==> config.mk <==
export PLATFORM = sky130hd
export DESIGN_NAME = glob_component_matcher
export DESIGN_NICKNAME = d
export VERILOG_FILES = /design/src/hdl/gcm_pkg.sv /design/src/hdl/gcm_walker.sv /design/src/hdl/glob_component_matcher.sv
export VERILOG_INCLUDE_DIRS = /design/src /design/src/hdl
export SDC_FILE = /design/constraint.sdc
export NUM_CORES = 2
export LEC_CHECK = 0
export BUFFER_PORTS_ARGS = -buffer_cell sky130_fd_sc_hd__buf_2
export CAP_MARGIN = 5
export CORE_UTILIZATION = 50
export CTS_CLUSTER_SIZE = 24
export DETAILED_ROUTE_END_ITERATION = 12
export PLACE_DENSITY = 0.65
export REMOVE_ABC_BUFFERS = 1
export SETUP_SLACK_MARGIN = 0.3
export SYNTH_ARGS = -nofsm -noshare
export SYNTH_HDL_FRONTEND = slang
export SYNTH_SLANG_ARGS = --single-unit
==> constraint.sdc <==
create_clock -name clock -period 9.2 [get_ports clock]
set_clock_uncertainty 0.1 [all_clocks]
set_input_delay 0.92 -clock clock [delete_from_list [all_inputs] [get_ports clock]]
set_output_delay 0.92 -clock clock [all_outputs]
set_load 0.03 [all_outputs]
==> src/hdl/assert_macros.svh <==
// assertion macros used by the top level rtl file
`ifndef ASSERT_MACROS_SVH
`define ASSERT_MACROS_SVH
`ifndef SYNTHESIS
// property must hold at every clock edge outside reset
`define ASSERT_ALWAYS(lbl, clk, rst, prop, msg) \
   lbl: assert property (@(posedge clk) disable iff (rst) (prop)) else $error(msg);
// antecedent implies consequent in the same cycle
`define ASSERT_IMPLY(lbl, clk, rst, ante, cons, msg) \
   lbl: assert property (@(posedge clk) disable iff (rst) (ante) |-> (cons)) else $error(msg);
// antecedent implies consequent in the next cycle
`define ASSERT_NEXT(lbl, clk, rst, ante, cons, msg) \
   lbl: assert property (@(posedge clk) disable iff (rst) (ante) |=> (cons)) else $error(msg);
`else
`define ASSERT_ALWAYS(lbl, clk, rst, prop, msg)
`define ASSERT_IMPLY(lbl, clk, rst, ante, cons, msg)
`define ASSERT_NEXT(lbl, clk, rst, ante, cons, msg)
`endif
`endif

==> src/hdl/gcm_pkg.sv <==
// shared types and constants of the glob component matcher
`timescale 1ns / 1ps
`default_nettype none

package gcm_pkg;

   localparam int PATTERN_DEPTH_DEF = 64;
   localparam int NAME_DEPTH_DEF    = 256;

   localparam logic OPC_PATTERN = 1'b0;
   localparam logic OPC_NAME    = 1'b1;

   localparam logic [1:0] KIND_EXACT = 2'd0;
   localparam logic [1:0] KIND_GLOB  = 2'd1;
   localparam logic [1:0] KIND_ANY   = 2'd2;

   localparam logic [7:0] CH_QMARK  = 8'h3F;
   localparam logic [7:0] CH_STAR   = 8'h2A;
   localparam logic [7:0] CH_LBRACK = 8'h5B;
   localparam logic [7:0] CH_BANG   = 8'h21;
   localparam logic [7:0] CH_DASH   = 8'h2D;
   localparam logic [7:0] CH_RBRACK = 8'h5D;

   typedef enum logic [3:0] {
      W_IDLE,
      W_GLOB,
      W_CLS_NEG,
      W_CLS_A,
      W_CLS_B,
      W_CLS_C,
      W_TAIL,
      W_EXACT,
      W_DONE
   } gcm_state_type;

   typedef struct packed {
      logic       start;
      logic [1:0] mode;
      logic       ovf;
   } gcm_job_type;

   typedef struct packed {
      logic idle;
      logic done;
      logic matched;
   } gcm_res_type;

endpackage

`default_nettype wire

==> src/hdl/gcm_walker.sv <==
// pattern and name stores with the match sequencer
`timescale 1ns / 1ps
`default_nettype none

module gcm_walker
   import gcm_pkg::*;
#(
   parameter int PATTERN_DEPTH = PATTERN_DEPTH_DEF,
   parameter int NAME_DEPTH    = NAME_DEPTH_DEF,
   localparam int PAW = $clog2(PATTERN_DEPTH),
   localparam int NAW = $clog2(NAME_DEPTH),
   localparam int PW  = $clog2(PATTERN_DEPTH + 1),
   localparam int NW  = $clog2(NAME_DEPTH + 1)
) (
   input  wire logic           clock,
   input  wire logic           reset,
   input  wire logic           pat_we,
   input  wire logic [PAW-1:0] pat_waddr,
   input  wire logic [7:0]     pat_wdata,
   input  wire logic           name_we,
   input  wire logic [NAW-1:0] name_waddr,
   input  wire logic [7:0]     name_wdata,
   input  wire gcm_job_type    job,
   input  wire logic [PW-1:0]  plen,
   input  wire logic [NW-1:0]  nlen,
   input  wire logic           res_ack,
   output gcm_res_type         res
);

   logic [7:0] pat_mem  [PATTERN_DEPTH];
   logic [7:0] name_mem [NAME_DEPTH];
   logic [7:0] pat_q_ff;
   logic [7:0] name_q_ff;

   gcm_state_type state_ff, state_in;
   logic [PW-1:0] p_ff, p_in, star_p_ff, star_p_in;
   logic [NW-1:0] s_ff, s_in, star_s_ff, star_s_in;
   logic          star_valid_ff, star_valid_in;
   logic          neg_ff, neg_in, hit_ff, hit_in;
   logic [7:0]    c_ff, c_in, a_ff, a_in;
   logic          matched_ff, matched_in;
   logic          p_lt;

   // read data always belongs to the current index registers
   always_ff @(posedge clock) begin
      if (pat_we) begin
         pat_mem[pat_waddr] <= pat_wdata;
      end
      pat_q_ff <= pat_mem[p_in[PAW-1:0]];
   end

   always_ff @(posedge clock) begin
      if (name_we) begin
         name_mem[name_waddr] <= name_wdata;
      end
      name_q_ff <= name_mem[s_in[NAW-1:0]];
   end

   always_ff @(posedge clock) begin
      if (reset) begin
         state_ff      <= W_IDLE;
         p_ff          <= '0;
         s_ff          <= '0;
         star_valid_ff <= 1'b0;
         matched_ff    <= 1'b0;
      end else begin
         state_ff      <= state_in;
         p_ff          <= p_in;
         s_ff          <= s_in;
         star_valid_ff <= star_valid_in;
         matched_ff    <= matched_in;
      end
   end

   always_ff @(posedge clock) begin
      star_p_ff <= star_p_in;
      star_s_ff <= star_s_in;
      neg_ff    <= neg_in;
      hit_ff    <= hit_in;
      c_ff      <= c_in;
      a_ff      <= a_in;
   end

   always_comb begin
      state_in      = state_ff;
      p_in          = p_ff;
      s_in          = s_ff;
      star_p_in     = star_p_ff;
      star_s_in     = star_s_ff;
      star_valid_in = star_valid_ff;
      neg_in        = neg_ff;
      hit_in        = hit_ff;
      c_in          = c_ff;
      a_in          = a_ff;
      matched_in    = matched_ff;
      p_lt          = (p_ff < plen);

      case (state_ff)
         W_IDLE: begin
            if (job.start) begin
               p_in          = '0;
               s_in          = '0;
               star_valid_in = 1'b0;
               matched_in    = 1'b0;
               if (job.ovf) begin
                  state_in = W_DONE;
               end else if (job.mode == KIND_ANY) begin
                  matched_in = 1'b1;
                  state_in   = W_DONE;
               end else if (job.mode == KIND_EXACT) begin
                  state_in = (32'(plen) == 32'(nlen)) ? W_EXACT : W_DONE;
               end else if (job.mode == KIND_GLOB) begin
                  state_in = W_GLOB;
               end else begin
                  state_in = W_DONE;
               end
            end
         end
         W_EXACT: begin
            if (!p_lt) begin
               matched_in = 1'b1;
               state_in   = W_DONE;
            end else if (pat_q_ff != name_q_ff) begin
               state_in = W_DONE;
            end else begin
               p_in = p_ff + 1'b1;
               s_in = s_ff + 1'b1;
            end
         end
         W_GLOB: begin
            if (s_ff >= nlen) begin
               state_in = W_TAIL;
            end else if (p_lt && (pat_q_ff == CH_QMARK || pat_q_ff == name_q_ff)) begin
               p_in = p_ff + 1'b1;
               s_in = s_ff + 1'b1;
            end else if (p_lt && pat_q_ff == CH_STAR) begin
               star_valid_in = 1'b1;
               star_p_in     = p_ff;
               star_s_in     = s_ff;
               p_in          = p_ff + 1'b1;
            end else if (p_lt && pat_q_ff == CH_LBRACK) begin
               c_in     = name_q_ff;
               hit_in   = 1'b0;
               p_in     = p_ff + 1'b1;
               state_in = W_CLS_NEG;
            end else if (star_valid_ff) begin
               p_in      = star_p_ff + 1'b1;
               star_s_in = star_s_ff + 1'b1;
               s_in      = star_s_ff + 1'b1;
            end else begin
               state_in = W_DONE;
            end
         end
         W_CLS_NEG: begin
            neg_in   = p_lt && (pat_q_ff == CH_BANG);
            state_in = W_CLS_A;
            if (p_lt && pat_q_ff == CH_BANG) begin
               p_in = p_ff + 1'b1;
            end
         end
         W_CLS_A: begin
            if (p_lt && pat_q_ff != CH_RBRACK) begin
               a_in     = pat_q_ff;
               p_in     = p_ff + 1'b1;
               state_in = W_CLS_B;
            end else begin
               // class closed or pattern ran out
               state_in = W_GLOB;
               if (hit_ff == neg_ff) begin
                  if (!star_valid_ff) begin
                     state_in = W_DONE;
                  end else begin
                     p_in      = star_p_ff + 1'b1;
                     star_s_in = star_s_ff + 1'b1;
                     s_in      = star_s_ff + 1'b1;
                  end
               end else begin
                  s_in = s_ff + 1'b1;
                  if (p_lt) begin
                     p_in = p_ff + 1'b1;
                  end
               end
            end
         end
         W_CLS_B: begin
            if (p_lt && pat_q_ff == CH_DASH) begin
               p_in     = p_ff + 1'b1;
               state_in = W_CLS_C;
            end else begin
               if (c_ff == a_ff) begin
                  hit_in = 1'b1;
               end
               state_in = W_CLS_A;
            end
         end
         W_CLS_C: begin
            state_in = W_CLS_A;
            if (p_lt && pat_q_ff != CH_RBRACK) begin
               if (c_ff >= a_ff && c_ff <= pat_q_ff) begin
                  hit_in = 1'b1;
               end
               p_in = p_ff + 1'b1;
            end else begin
               // dash taken as a literal, rescan from it
               if (c_ff == a_ff) begin
                  hit_in = 1'b1;
               end
               p_in = p_ff - 1'b1;
            end
         end
         W_TAIL: begin
            if (p_lt && pat_q_ff == CH_STAR) begin
               p_in = p_ff + 1'b1;
            end else begin
               matched_in = (p_ff == plen);
               state_in   = W_DONE;
            end
         end
         W_DONE: begin
            if (res_ack) begin
               state_in = W_IDLE;
            end
         end
         default: begin
            state_in = W_IDLE;
         end
      endcase
   end

   assign res.idle    = (state_ff == W_IDLE);
   assign res.done    = (state_ff == W_DONE);
   assign res.matched = matched_ff;

endmodule

`default_nettype wire

==> src/hdl/glob_component_matcher.sv <==
// top level of the glob component matcher
//
//  channel | ports     | direction | contents
//  --------+-----------+-----------+--------------------------------------------
//  request | req_*     | in        | pattern or name byte, kind on last pattern
//  result  | rsp_*     | out       | matched and overflow, one per name
//
// pattern and name requests are taken one per cycle, back to back, while no
// walk is pending; bytes go straight into the stores
// after the last name request the input stalls through the start handoff, the
// walk and the done state; exact walks up to length+1 steps when the lengths
// agree and none otherwise; glob advances one step per cycle, a class element
// passing W_CLS_A, W_CLS_B and, after a dash, W_CLS_C, and star backtracking
// can revisit up to pattern length times name length steps
// synchronous reset clears lengths, flags and the sequencer; no clearing pass
// a finished walk waits in done, still stalling requests, while the result
// register is full and not taken
`timescale 1ns / 1ps
`default_nettype none
`include "assert_macros.svh"

module glob_component_matcher
   import gcm_pkg::*;
#(
   parameter int PATTERN_DEPTH = PATTERN_DEPTH_DEF,
   parameter int NAME_DEPTH    = NAME_DEPTH_DEF
) (
   input  wire logic        clock,
   input  wire logic        reset,
   input  wire logic        req_tvalid,
   output logic             req_tready,
   input  wire logic [7:0]  req_tdata,   // char_byte [7:0]
   input  wire logic [3:0]  req_tuser,   // opcode [0], has_char [1], pattern_kind [3:2]
   input  wire logic        req_tlast,   // is_last
   output logic             rsp_tvalid,
   input  wire logic        rsp_tready,
   output logic [7:0]       rsp_tdata    // matched [0], overflow [1], zeros
);

   localparam int PAW = $clog2(PATTERN_DEPTH);
   localparam int NAW = $clog2(NAME_DEPTH);
   localparam int PW  = $clog2(PATTERN_DEPTH + 1);
   localparam int NW  = $clog2(NAME_DEPTH + 1);

   // request fields
   logic       acc;
   logic       is_name;
   logic       has_char;
   logic [7:0] char_byte;
   logic [1:0] kind;

   // pattern side
   logic [PW-1:0] pat_len_ff, pat_len_in, pat_len_base;
   logic [1:0]    pat_mode_ff, pat_mode_in;
   logic          pat_over_ff, pat_over_in, pat_over_base;
   logic          pat_closed_ff, pat_closed_in;
   logic          pat_room, pat_we;

   // name side
   logic [NW-1:0] name_len_ff, name_len_in, name_len_next;
   logic          name_ovf_ff, name_ovf_in, name_ovf_next;
   logic          name_room, name_we;

   // job handed to the sequencer
   logic          go_ff, go_in;
   logic [NW-1:0] job_nlen_ff, job_nlen_in;
   logic          job_ovf_ff, job_ovf_in;
   logic          last_name;
   gcm_job_type   job;
   gcm_res_type   res;
   logic          res_load;

   // result register
   logic rsp_tvalid_ff, rsp_tvalid_in;
   logic rsp_matched_ff, rsp_matched_in;
   logic rsp_overflow_ff, rsp_overflow_in;

   assign char_byte = req_tdata;
   assign kind      = req_tuser[3:2];
   assign is_name   = (req_tuser[0] == OPC_NAME);
   assign has_char  = req_tuser[1];

   // hold requests from the last name until the sequencer is idle again
   assign req_tready = !go_ff && res.idle;
   assign acc        = req_tvalid && req_tready;
   assign last_name  = acc && is_name && req_tlast;

   always_comb begin
      // a pattern request after a closed pattern starts a new one
      pat_len_base  = pat_closed_ff ? '0 : pat_len_ff;
      pat_over_base = pat_closed_ff ? 1'b0 : pat_over_ff;
      pat_room      = (32'(pat_len_base) < PATTERN_DEPTH);
      pat_we        = acc && !is_name && has_char && pat_room;

      pat_len_in    = pat_len_ff;
      pat_over_in   = pat_over_ff;
      pat_mode_in   = pat_mode_ff;
      pat_closed_in = pat_closed_ff;
      if (acc && !is_name) begin
         pat_len_in    = pat_len_base + PW'(pat_we);
         pat_over_in   = pat_over_base || (has_char && !pat_room);
         pat_closed_in = 1'b0;
         if (req_tlast) begin
            pat_mode_in   = kind;
            pat_closed_in = 1'b1;
         end
      end

      name_room     = (32'(name_len_ff) < NAME_DEPTH);
      name_we       = acc && is_name && has_char && name_room;
      name_len_next = name_len_ff + NW'(name_we);
      name_ovf_next = name_ovf_ff || (has_char && !name_room);

      name_len_in = name_len_ff;
      name_ovf_in = name_ovf_ff;
      job_nlen_in = job_nlen_ff;
      job_ovf_in  = job_ovf_ff;
      if (acc && is_name) begin
         name_len_in = name_len_next;
         name_ovf_in = name_ovf_next;
         if (req_tlast) begin
            // snapshot the name for the walk, then start the next name empty
            job_nlen_in = name_len_next;
            job_ovf_in  = name_ovf_next || pat_over_ff;
            name_len_in = '0;
            name_ovf_in = 1'b0;
         end
      end

      // sequencer takes the job in the first cycle it is idle
      go_in = (go_ff && !res.idle) || last_name;
   end

   assign job.start = go_ff;
   assign job.mode  = pat_mode_ff;
   assign job.ovf   = job_ovf_ff;

   // result register: load when the walk is done and the slot is free
   always_comb begin
      res_load        = res.done && (!rsp_tvalid_ff || rsp_tready);
      rsp_tvalid_in   = rsp_tvalid_ff;
      rsp_matched_in  = rsp_matched_ff;
      rsp_overflow_in = rsp_overflow_ff;
      if (res_load) begin
         rsp_tvalid_in   = 1'b1;
         rsp_matched_in  = res.matched;
         rsp_overflow_in = job_ovf_ff;
      end else if (rsp_tready) begin
         rsp_tvalid_in = 1'b0;
      end
   end

   always_ff @(posedge clock) begin
      if (reset) begin
         pat_len_ff    <= '0;
         pat_mode_ff   <= KIND_EXACT;
         pat_over_ff   <= 1'b0;
         pat_closed_ff <= 1'b1;
         name_len_ff   <= '0;
         name_ovf_ff   <= 1'b0;
         go_ff         <= 1'b0;
         rsp_tvalid_ff <= 1'b0;
      end else begin
         pat_len_ff    <= pat_len_in;
         pat_mode_ff   <= pat_mode_in;
         pat_over_ff   <= pat_over_in;
         pat_closed_ff <= pat_closed_in;
         name_len_ff   <= name_len_in;
         name_ovf_ff   <= name_ovf_in;
         go_ff         <= go_in;
         rsp_tvalid_ff <= rsp_tvalid_in;
      end
   end

   always_ff @(posedge clock) begin
      job_nlen_ff     <= job_nlen_in;
      job_ovf_ff      <= job_ovf_in;
      rsp_matched_ff  <= rsp_matched_in;
      rsp_overflow_ff <= rsp_overflow_in;
   end

   gcm_walker #(
      .PATTERN_DEPTH (PATTERN_DEPTH),
      .NAME_DEPTH    (NAME_DEPTH)
   ) u_walker (
      .clock      (clock),
      .reset      (reset),
      .pat_we     (pat_we),
      .pat_waddr  (pat_len_base[PAW-1:0]),
      .pat_wdata  (char_byte),
      .name_we    (name_we),
      .name_waddr (name_len_ff[NAW-1:0]),
      .name_wdata (char_byte),
      .job        (job),
      .plen       (pat_len_ff),
      .nlen       (job_nlen_ff),
      .res_ack    (res_load),
      .res        (res)
   );

   assign rsp_tvalid = rsp_tvalid_ff;
   assign rsp_tdata  = {6'b0, rsp_overflow_ff, rsp_matched_ff};

   // checks
   `ASSERT_ALWAYS(a_pat_len_bound, clock, reset, 32'(pat_len_ff) <= PATTERN_DEPTH, "pattern length beyond store")
   `ASSERT_ALWAYS(a_name_len_bound, clock, reset, 32'(name_len_ff) <= NAME_DEPTH, "name length beyond store")
   `ASSERT_IMPLY(a_ovf_no_match, clock, reset, rsp_tvalid_ff, !(rsp_matched_ff && rsp_overflow_ff), "overflow result marked as match")
   `ASSERT_NEXT(a_hold_after_name, clock, reset, last_name, !req_tready, "request taken while walk pending")
   `ASSERT_IMPLY(a_load_from_walk, clock, reset, $rose(rsp_tvalid_ff), $past(res.done), "result without finished walk")

endmodule

`default_nettype wire

==> metrics.txt <==
hpwl dp=183 mm; Total GRT Usage=between 20% and 30%; RR Startpoint=pat_len_ff[2]; largest net degree at the start of global routing=199; clock sinks=2,667; drt wl/cell=28.2 µm; Post-Layout Inst Area=approximately 0.12 mm²; vias in the first global route=65.5k; # rows=170; critical path, cell by cell=inv_1 -> ha_1 -> a21oi_1 -> a21o_1 -> nand2_1 -> a21oi_1 -> nor2_1 -> a221oi_4 -> buf_4 -> nand2_4 -> nor2_4 -> buf_12 -> a32oi_1 -> nand4_1 -> nand4_1 -> nor4_2 -> nor4_1; Hold Slack=between 0.15 and 0.2 ns; Hold Path Stages=3; Worst path max stage delay=about 1.1 ns; RSZ-0062 raised after global routing=no; Via-to-Cell Ratio=6.28; Nets=8,054; synthesized flop and latch total=roughly 2.7k; Max VDD drop=0.000210 V; CTS tree=built; Hold Buf Count CTS=0; FF-to-FF path depth=17; commonest non-fill, non-tap cells in the layout=edfxtp_1 (2,606), nand2_1 (1,743), nand3_1 (507), nor2_1 (451), clkbuf_16 (296); hold path start=req_tuser[2]; number of I/O pins=27; min cycle time layout=7.44 ns; PnR Total Power=0.0282 W; Chip Height=467 µm; CP Buf/Inv Count=3; Hold Path End=pat_mode_ff[0]; status=finished, violations left; Final Wtd Congestion=0.949; Core Util, Final=55.9%; DRC=2; Initial Util=between 50 and 60%; Post-synth ARST share=0%; Worst-path clk slew=roughly 0.060 ns; Post-Synthesis Cells=~8k; Setup-failing EPs final=0; CTS max path bufs=4; die span in x=467 µm; pin slew with the least headroom to its limit=approximately 1.3 ns; kind of critical path=reg -> reg; post-synthesis compound-gate area fraction=7.89%; largest delay contributor family on the critical path=simple AND/OR/NAND/NOR gates; Max Slew Vio Count=0; YS warnings=0; Total Wirelength=311 mm; max-cap viol count=0; IO Port Bufs=20; EDFF count, synth=2,606; Worst Path Required=around 9.9 ns; failing checks=DRC; H-tree lvl count=5; XOR/XNOR share of the synthesized area=less than 1%; 1st-pass router iterations=11; period utilization=80.8%; DRT iter0 DRCs=about 9.2k; largest family of logic cells by synthesized area=simple AND/OR/NAND/NOR gates; Startpoint Class=flip-flop; gr ovfl total=0; mux cell area share after synthesis=roughly 2.5%; initial antenna violation count=14; CTS Buf Count=roughly 290; Non-Filler Instances=11.0k; static leakage=39.2 nW; most common cell after layout, fill and taps aside=edfxtp_1; fmax=0.134 GHz; clk_lat worst skew=0.93 ns; first-pass GRT wire length=451 mm; fillcell total=approximately 17k; ANT nets after route=0; cell count after placement=around 11k; share of cells above drive strength 1=7.53%; clk root buf=clkbuf_16; Yosys cell types=85; Post-Synth Adder-Cell Area=0.474%; final hold violation count=0; R2R Path End=u_walker.name_q_ff[0]; simple-gate share of the synthesized area=13.1%; die area=0.218 mm²; mapped cell area=0.108 mm²; P&R area growth vs syn=10.9%; vias=69.4k; Tightest Hold Check Type=in -> reg; syn avg cell area=13.4 µm²; CP Capture Type=flip-flop; Core Area=0.215 mm²; R2R setup slack=1.76 ns; Slew headroom=9.86%; DP Area=0.111 mm²; leading register cell type out of synthesis=edfxtp_1; sequential area share after synthesis=73.4%; post-CTS sizing=0; CP Max Fanout=46; critical path's slowest cell=nor4_2; Arrival @ worst endpoint=a little over 8 ns; pwr dens=approximately 240 mW/mm²; Post-CTS Setup Bufs=0
how the worst max path moves through the flow:
stage / start / to / slack [ns] / cells after the start
floorplan: pat_len_ff[2] / u_walker.name_q_ff[0] / -14.22 / 15
global placement: pat_len_ff[2] / u_walker.name_q_ff[0] / 1.96 / 17
detailed placement: pat_len_ff[2] / u_walker.name_q_ff[4] / 2.03 / 17
CTS: pat_len_ff[2] / u_walker.name_q_ff[4] / 2.02 / 17
global route: pat_len_ff[2] / u_walker.name_q_ff[0] / 1.72 / 17
finish: pat_len_ff[2] / u_walker.name_q_ff[0] / 1.76 / 17
final cells by class:
class / count / area (µm²) / share of cell area, %
multi-input combinational: 4834 / 26600 / 22.2
clock buffer: 356 / 7670 / 6.39
timing repair buffer: 164 / 1540 / 1.28
antenna: 6 / 15.0 / 0.0125
tap: 2838 / 3550 / 2.96
sequential: 2667 / 79500 / 66.2
inverter: 42 / 158 / 0.131
clock inverter: 142 / 992 / 0.827
sequential cells by signal (all words and copies together) (netlist names), 2 cells and up:
signal,flops
u_walker.star_p_ff,7
u_walker.pat_q_ff,8
u_walker.p_ff,7
u_walker.s_ff,9
u_walker.pat_mem,512
u_walker.state_ff,4
name_len_ff,9
pat_len_ff,7
u_walker.a_ff,8
u_walker.name_q_ff,8
u_walker.star_s_ff,9
u_walker.name_mem,2048
pat_mode_ff,2
u_walker.c_ff,8
job_nlen_ff,9
power breakdown:
group | leakage [nW] | switching (W) | internal, W
combinational | 11.0 | 0.00265 | 0.00118
clock | 4.26 | 0.00459 | 0.00626
sequential | 23.9 | 0.000140 | 0.0134
cell families (layout without fill, tap and decap cells):
group / Yosys count / in the layout
xor+xnor: 55 / 55
mux: 229 / 229
simple gates: 3238 / 3238
other cells: 1 / 12
flops: 2667 / 2667
compound gates: 1265 / 1265
buf+inv: 600 / 704
fa+ha+maj: 41 / 41
synthesized netlist by cell type, types with 73 or more instances:
| cell | count | area share [%] |
|---|---|---|
| mux2i_1 | 194 | 1.8 |
| nor2_1 | 456 | 1.6 |
| nand4_1 | 106 | 0.61 |
| a31oi_1 | 213 | 1.2 |
| nand2_1 | 1745 | 6.1 |
| a311oi_1 | 73 | 0.59 |
| a211oi_1 | 236 | 1.6 |
| and3_1 | 195 | 1.1 |
| o21ai_0 | 106 | 0.49 |
| a32oi_1 | 79 | 0.64 |
| clkbuf_1 | 375 | 1.3 |
| edfxtp_1 | 2606 | 72 |
| buf_2 | 86 | 0.40 |
| a21oi_1 | 290 | 1.3 |
| nand3_1 | 513 | 2.4 |
| buf_1 | 80 | 0.28 |
stage by stage:
step / setup TNS (ns) / setup WS [ns]
after detailed placement: 0 / 2.03
after floorplan: -121.69 / -14.22
after global placement: 0 / 1.96
after global routing: 0 / 1.72
after CTS: 0 / 2.02
final: 0 / 1.76
metal layers:
layer / track usage, % / share of wire, % / vias up
li1: - / - / 30302
met1: 38.5 / 39 / 34559
met2: 43.8 / 46 / 3783
met3: 5.16 / 9.5 / 708
met4: 13.2 / 5.1 / 8
met5: 0 / 0.019 / -
worst register-to-register path: cells and delay by family (launching register included):
family          cells  cell delay [ns]
simple gates        8             3.69
flops               1             0.57
buf+inv             3             1.06
fa+ha+maj           1             0.36
compound gates      5             1.48
(Power assumes the default switching activity.)
